### src/rtl/ajo_pkg.sv
package ajo_pkg;

  // Field widths.
  localparam int unsigned RegW    = 31;
  localparam int unsigned OffW    = 32;
  localparam int unsigned CfgIdxW = 3;

  // Reset values of the configuration registers.
  localparam logic [RegW-1:0] LimitXRst   = 31'd1048576;
  localparam logic [RegW-1:0] LimitYRst   = 31'd1048576;
  localparam logic [RegW-1:0] StepInitRst = 31'd4096;
  localparam logic [RegW-1:0] StepIncRst  = 31'd1024;
  localparam logic [RegW-1:0] StepCeilRst = 31'd65536;

  // Configuration register indexes.
  typedef enum logic [CfgIdxW-1:0] {
    CFG_LIMIT_X   = 3'd0,
    CFG_LIMIT_Y   = 3'd1,
    CFG_STEP_INIT = 3'd2,
    CFG_STEP_INC  = 3'd3,
    CFG_STEP_CEIL = 3'd4
  } ajo_cfg_idx_e;

  // One result beat: the offset pair.
  typedef struct packed {
    logic signed [OffW-1:0] offset_x;
    logic signed [OffW-1:0] offset_y;
  } ajo_result_t;

  // Move toward negative values and clamp at minus the limit.
  function automatic logic signed [OffW-1:0] move_neg(
    input logic signed [OffW-1:0] v,
    input logic        [RegW-1:0] s,
    input logic        [RegW-1:0] lim
  );
    logic signed [OffW+1:0] w;
    logic signed [OffW+1:0] lo;
    w  = {{2{v[OffW-1]}}, v} - $signed({3'b000, s});
    lo = -$signed({3'b000, lim});
    if (w < lo) begin
      w = lo;
    end
    return w[OffW-1:0];
  endfunction

  // Move toward positive values and clamp at the limit.
  function automatic logic signed [OffW-1:0] move_pos(
    input logic signed [OffW-1:0] v,
    input logic        [RegW-1:0] s,
    input logic        [RegW-1:0] lim
  );
    logic signed [OffW+1:0] w;
    logic signed [OffW+1:0] hi;
    w  = {{2{v[OffW-1]}}, v} + $signed({3'b000, s});
    hi = $signed({3'b000, lim});
    if (w > hi) begin
      w = hi;
    end
    return w[OffW-1:0];
  endfunction

  // Grow a held step and cap it at the ceiling.
  function automatic logic [RegW-1:0] grow_step(
    input logic [RegW-1:0] s,
    input logic [RegW-1:0] inc,
    input logic [RegW-1:0] ceil
  );
    logic [RegW:0] w;
    w = {1'b0, s} + {1'b0, inc};
    if (w > {1'b0, ceil}) begin
      return ceil;
    end
    return w[RegW-1:0];
  endfunction

endpackage

### src/rtl/accelerating_two_axis_jog_offset.sv
// Two-axis jog offset with accelerating button steps. Each accepted beat is either a
// button tick or a recenter; every beat yields one result beat carrying the new signed
// 16.16 horizontal and vertical offsets. A held button moves its axis by its own step,
// clamped at the limit on the side it moves toward, and the step then grows by the
// increment up to the ceiling; a released button's step returns to the initial value.
// Up is applied before down and left before right. The block takes one beat per clock
// cycle while in_stall_o is low; each result goes to the result register, or to the
// skid register while the output stalls. A two-entry output stage (result
// register plus skid register) keeps input acceptance going while a result waits.
// Configuration writes are always ready and take effect on the next beat.
module accelerating_two_axis_jog_offset (
  input  logic                                clk_i,
  input  logic                                rst_ni,
  // Configuration write channel.
  input  logic                                cfg_valid_i,
  output logic                                cfg_ready_o,
  input  logic [ajo_pkg::CfgIdxW-1:0]         cfg_index_i,
  input  logic [ajo_pkg::RegW-1:0]            cfg_data_i,
  // Input channel.
  input  logic                                in_valid_i,
  output logic                                in_stall_o,
  input  logic                                cmd_i,
  input  logic                                up_held_i,
  input  logic                                down_held_i,
  input  logic                                left_held_i,
  input  logic                                right_held_i,
  // Output channel.
  output logic                                out_valid_o,
  input  logic                                out_stall_i,
  output logic signed [ajo_pkg::OffW-1:0]     offset_x_out_o,
  output logic signed [ajo_pkg::OffW-1:0]     offset_y_out_o
);
  import ajo_pkg::*;

  logic [RegW-1:0] limit_x_q, limit_y_q, step_init_q, step_inc_q, step_ceil_q;

  logic signed [OffW-1:0] off_x_q, off_x_d, off_y_q, off_y_d;
  logic [RegW-1:0] step_up_q, step_up_d, step_dn_q, step_dn_d;
  logic [RegW-1:0] step_lt_q, step_lt_d, step_rt_q, step_rt_d;
  logic signed [OffW-1:0] y_mid, x_mid;

  ajo_result_t out_q, skid_q, res;
  logic        out_valid_q, skid_valid_q;
  logic        in_acc, out_free;

  // Configuration registers; writes are never held off.
  assign cfg_ready_o = 1'b1;

  always_ff @(posedge clk_i or negedge rst_ni) begin
    if (!rst_ni) begin
      limit_x_q   <= LimitXRst;
      limit_y_q   <= LimitYRst;
      step_init_q <= StepInitRst;
      step_inc_q  <= StepIncRst;
      step_ceil_q <= StepCeilRst;
    end else if (cfg_valid_i) begin
      unique case (cfg_index_i)
        CFG_LIMIT_X:   limit_x_q   <= cfg_data_i;
        CFG_LIMIT_Y:   limit_y_q   <= cfg_data_i;
        CFG_STEP_INIT: step_init_q <= cfg_data_i;
        CFG_STEP_INC:  step_inc_q  <= cfg_data_i;
        CFG_STEP_CEIL: step_ceil_q <= cfg_data_i;
        default: ;
      endcase
    end
  end

  // Handshakes: the input stalls only when the skid register is occupied.
  assign in_stall_o = skid_valid_q;
  assign in_acc     = in_valid_i && !skid_valid_q;
  assign out_free   = !out_valid_q || !out_stall_i;

  // Offset and step update for one beat.
  always_comb begin
    y_mid = up_held_i   ? move_neg(off_y_q, step_up_q, limit_y_q) : off_y_q;
    x_mid = left_held_i ? move_neg(off_x_q, step_lt_q, limit_x_q) : off_x_q;
    if (cmd_i) begin
      off_x_d   = '0;
      off_y_d   = '0;
      step_up_d = step_init_q;
      step_dn_d = step_init_q;
      step_lt_d = step_init_q;
      step_rt_d = step_init_q;
    end else begin
      off_y_d   = down_held_i  ? move_pos(y_mid, step_dn_q, limit_y_q) : y_mid;
      off_x_d   = right_held_i ? move_pos(x_mid, step_rt_q, limit_x_q) : x_mid;
      step_up_d = up_held_i    ? grow_step(step_up_q, step_inc_q, step_ceil_q) : step_init_q;
      step_dn_d = down_held_i  ? grow_step(step_dn_q, step_inc_q, step_ceil_q) : step_init_q;
      step_lt_d = left_held_i  ? grow_step(step_lt_q, step_inc_q, step_ceil_q) : step_init_q;
      step_rt_d = right_held_i ? grow_step(step_rt_q, step_inc_q, step_ceil_q) : step_init_q;
    end
    res.offset_x = off_x_d;
    res.offset_y = off_y_d;
  end

  // State registers advance on every accepted beat.
  always_ff @(posedge clk_i or negedge rst_ni) begin
    if (!rst_ni) begin
      off_x_q   <= '0;
      off_y_q   <= '0;
      step_up_q <= StepInitRst;
      step_dn_q <= StepInitRst;
      step_lt_q <= StepInitRst;
      step_rt_q <= StepInitRst;
    end else if (in_acc) begin
      off_x_q   <= off_x_d;
      off_y_q   <= off_y_d;
      step_up_q <= step_up_d;
      step_dn_q <= step_dn_d;
      step_lt_q <= step_lt_d;
      step_rt_q <= step_rt_d;
    end
  end

  // Output stage control: result register backed by a skid register.
  always_ff @(posedge clk_i or negedge rst_ni) begin
    if (!rst_ni) begin
      out_valid_q  <= 1'b0;
      skid_valid_q <= 1'b0;
    end else if (out_free) begin
      if (skid_valid_q) begin
        out_valid_q  <= 1'b1;
        skid_valid_q <= 1'b0;
      end else begin
        out_valid_q <= in_acc;
      end
    end else if (in_acc) begin
      skid_valid_q <= 1'b1;
    end
  end

  // Output stage payload.
  always_ff @(posedge clk_i) begin
    if (out_free) begin
      if (skid_valid_q) begin
        out_q <= skid_q;
      end else if (in_acc) begin
        out_q <= res;
      end
    end else if (in_acc) begin
      skid_q <= res;
    end
  end

  assign out_valid_o    = out_valid_q;
  assign offset_x_out_o = out_q.offset_x;
  assign offset_y_out_o = out_q.offset_y;

endmodule
### config.mk
export PLATFORM = sky130hd
export DESIGN_NAME = accelerating_two_axis_jog_offset
export DESIGN_NICKNAME = d
export VERILOG_FILES = /design/src/rtl/ajo_pkg.sv /design/src/rtl/accelerating_two_axis_jog_offset.sv
export SDC_FILE = /design/constraint.sdc
export NUM_CORES = 2
export LEC_CHECK = 0
export ABC_AREA = 1
export BUFFER_PORTS_ARGS = -buffer_cell sky130_fd_sc_hd__clkbuf_2
export CAP_MARGIN = 25
export CORE_ASPECT_RATIO = 0.75
export CORE_MARGIN = 8
export CORE_UTILIZATION = 45
export CTS_CLUSTER_DIAMETER = 50
export DETAILED_ROUTE_END_ITERATION = 12
export PLACE_DENSITY = 0.67
export SYNTH_ARGS = -nofsm -noshare
export SYNTH_HDL_FRONTEND = slang
export SYNTH_SLANG_ARGS = --single-unit
### constraint.sdc
create_clock -name clk_i -period 10.1 [get_ports clk_i]
set_input_delay 0 -clock clk_i [delete_from_list [all_inputs] [get_ports clk_i]]
set_output_delay 0 -clock clk_i [all_outputs]
set_load 0.01 [all_outputs]
==> qor.log <==
INFO  global_routing globalRouteTotalUtil=30.18%
INFO  synth          synth.top_cells.by_count=1,231 x nand2_1, 759 x a21oi_1, 712 x inv_1
INFO  die            dieArea=105,400um2
INFO  routing        avgRoutedWirePerCell=22.56um
INFO  synth          synth_top_area_share=19.64%
INFO  worst_setup_path worst-endpoint-required=10,520ps
INFO  worst_setup_path start_kind=register
INFO  die            floorplan.rows=98
INFO  global_routing global_route.overflow_total=0
INFO  finish         layout-area-overhead-vs-synth=10.38%
INFO  synth          synth_ff_type=dfrtp_1
INFO  sta            final_period_minus_worst_setup_slack=9471ps
INFO  sta            report.final.slew_viol_count=0
INFO  worst_setup_path critPathSlowestCell=dfrtp_1
INFO  finish         fill_cells=9,296
INFO  place          numPortBuffers=109
INFO  clock_tree     cts.sink_count=473
INFO  die            count_of_pins_on_the_block_boundary=111
INFO  synth          synthCells=5,946
INFO  global_routing grt_antenna_before_repair=4
INFO  synth          synth_most_common_cell=nand2_1
INFO  synth          synth_nets=6,498
INFO  routing        drtAntennaViolNets=0
INFO  synth          yosys_warnings=0
INFO  power          leak=23.68nW
INFO  sta            hold_violations=0
INFO  worst_setup_path setup.worst_path.class=register to register
INFO  synth          netlist_top_cells_area=dfrtp_1 20%, ha_1 15%, nand2_1 11%
INFO  global_routing global_route_wire_length_before_repair=246,800um
INFO  die            design.core.area=94,780um2
INFO  synth          netlist_area=42,820um2
INFO  finish         post_route_cells_drive_above_1_share=6.626%
INFO  power          ir_drop=0.0003127V
INFO  synth          library_cell_occupying_the_most_area_in_the_post_synthesis_netlist=dfrtp_1
INFO  worst_hold_path hold_path_class=input pin to register
INFO  sta            report.final.setup_viol=0
INFO  worst_setup_path critPathCaptureType=register
INFO  sta            timing_worst_slew_pin_value=1058ps
INFO  synth          synth.ff_latch_count=473
INFO  synth          synth_enable_flop_cells=128
INFO  die            die_h=283.1um
INFO  power          total_power=19.35mW
INFO  sta            slew_headroom=29.45%
INFO  power          power.density=409.3nW/um2
INFO  routing        via_count=43,120
INFO  clock_tree     cts_inserted_buffers=61
INFO  job            cap_violations=0
INFO  clock_tree     ctsHtreeMaxLevel=2
INFO  place          routabilityCongestion=1.049
INFO  sta            top_achievable_clock_speed=105.6MHz
INFO  routing        detail_route.vias_per_cell=5.892
INFO  routing        drc=0
INFO  worst_setup_path critical_path_data_arrival_time=9890ps
INFO  routing        drt_pre_antenna_iters=6
INFO  routing        detail_route.iter0.violations=5,149
INFO  sta            fin_tns_setup=0ps
INFO  synth          sequential_share_of_the_synthesized_area=29.17%
INFO  worst_setup_path worstPathMaxFanout=31
INFO  sta            finalCritPeriodShare=93.77%
INFO  sta            hold_ws=59.89ps
INFO  die            die_width=372.2um
INFO  synth          synth.lib_cells_used.distinct=66
INFO  synth          syn_avg_cell_area=7.201um2
INFO  clock_tree     clock-root-buffer=clkbuf_16
INFO  run_status     result_of_the_run=finished, final reports clean
INFO  sta            finalClockSkew=18.95ps
INFO  routing        totalWireLength=165,100um
INFO  clock_tree     insertion_delay=670ps
INFO  clock_tree     clk_transition_reported_paths=70ps
INFO  global_routing grt_start_max_net_pins=142
INFO  worst_setup_path slowest_delay=430ps
INFO  global_routing number_of_global_route_vias_before_repair=39,700
INFO  clock_tree     tritoncts_clock_tree=built
INFO  clock_tree     ctsLongestPathBuffers=3
INFO  worst_setup_path critical-path-top-cell-by-count=nand2_1
INFO  synth          synth_async_sr_flop_share=72.94%
INFO  die            starting_density=45.18%
INFO  finish         nets=6,566
INFO  place          total_half_perimeter_wirelength_after_legalization_and_detailed_placement=128,100um
-- final timing paths --
kind | endpoint | cells past startpoint | slack [ps] | startpoint
max | offset_y_out_o[2]$_DFFE_PP_ | 52 | 630 | step_up_q[18]$_DFFE_PN0P_
min | step_inc_q[25]$_DFFE_PN0P_ | 5 | 60 | cfg_index_i[1]
max reg2reg | offset_y_out_o[2]$_DFFE_PP_ | 52 | 630 | step_up_q[18]$_DFFE_PN0P_
min reg2reg | off_x_q[0]$_DFFE_PN0P_ | 2 | 510 | off_x_q[0]$_DFFE_PN0P_
max in group asynchronous | step_lt_q[21]$_DFFE_PN0P_ | 5 | 8090 | rst_ni
min in group asynchronous | limit_y_q[20]$_DFFE_PN1P_ | 3 | 410 | rst_ni
-- layout by cell type (no fill, tap or decap), drive strengths merged, types with 3 or more instances in the layout --
cell type,synthesis,layout
a2111oi,3,3
a211oi,12,12
a21boi,29,29
a21o,22,22
a21oi,763,763
a221oi,8,8
a31o,29,29
a31oi,26,26
and2,65,65
buf,65,57
bufinv,0,3
clkbuf,139,183
clkinv,0,17
clkinvlp,0,3
dfrtp,336,336
dfstp,9,9
dlygate4sd3,0,44
edfxtp,128,128
fa,8,8
ha,500,500
inv,720,738
nand2,1244,1244
nand3,463,463
nand3b,11,11
nand4,58,58
nor2,414,414
nor3,61,61
nor4,19,19
o211ai,44,44
o21a,21,21
o21ai,434,434
o21bai,24,24
o221ai,12,12
o31ai,5,5
or2,8,8
xnor2,77,77
xor2,175,175
-- routing by layer --
layer	up-vias	track usage [%]	share of wire, %	routed length (um)
li1	20280	-	-	-
met1	20250	44.73	44	72320
met2	2252	43.28	40	66650
met3	345	5.181	11	18530
met4	0	11.59	4.6	7639
met5	-	0	0	0
-- flip-flops by register name (all words and copies together) (netlist names), 32 cells and up --
signal	cells
offset_x_out_o	32
offset_y_out_o	32
off_y_q	32
off_x_q	32
skid_q	64
-- worst max-delay path, delay by kind of cell, from the launching register on --
kind,cells,cell delay (ps)
AO/OA/AOI/OAI,14,2820
XOR/XNOR,1,170
buffers and inverters,5,620
flip-flops,1,430
AND/OR/NAND/NOR,28,3700
adder cells (fa/ha/maj),4,1440
-- kinds of logic (layout without fill, tap and decap cells) --
group / count (synthesis) / count (layout) / share of synthesized area, %
buf+inv: 924 / 1045 / 8.480
flops: 473 / 473 / 29.17
other cells: 1 / 3 / 0.008758
fa+ha+maj: 508 / 508 / 14.98
xor+xnor: 252 / 252 / 5.155
simple gates: 2345 / 2345 / 23.63
compound gates: 1443 / 1443 / 18.58
-- per-stage QoR --
stage               cells  util [%]  setup WS, ps  cell area (um2)
global route         7317     49.86        -44.78            47260
floorplan            5946         -          2177            42820
finish               7319     49.87         629.4            47260
detailed placement   7152     46.94         427.4            44490
CTS                  7312     49.72         382.2            47130
global placement     7150     46.91         612.1            44460
-- cell type report --
class                           instances  area, um2  area share (%)
Clock inverter                         41      465.4          0.9848
Timing Repair Buffer                  209       1533           3.243
Multi-Input combinational cell       4549      26790           56.69
Tap cell                             1250       1564           3.309
Sequential cell                       473      12490           26.42
Clock buffer                           75       1704           3.606
Antenna cell                            2      5.005         0.01059
Inverter                              720       2710           5.734
-- where the power goes --
part,switching (mW),total [mW],internal (mW),leakage [nW]
combinational,9.01,13.7,4.68,17.2
clock,1.01,2.33,1.32,1.06
sequential,0.789,3.32,2.53,5.47
-- what timing repair did --
item,CTS,global route
hold buffers,44,2
hold endpoints to repair,246,3
setup endpoints to repair,0,186
buffers inserted,0,1
resized for setup,0,19
(Power assumes the default switching activity.)
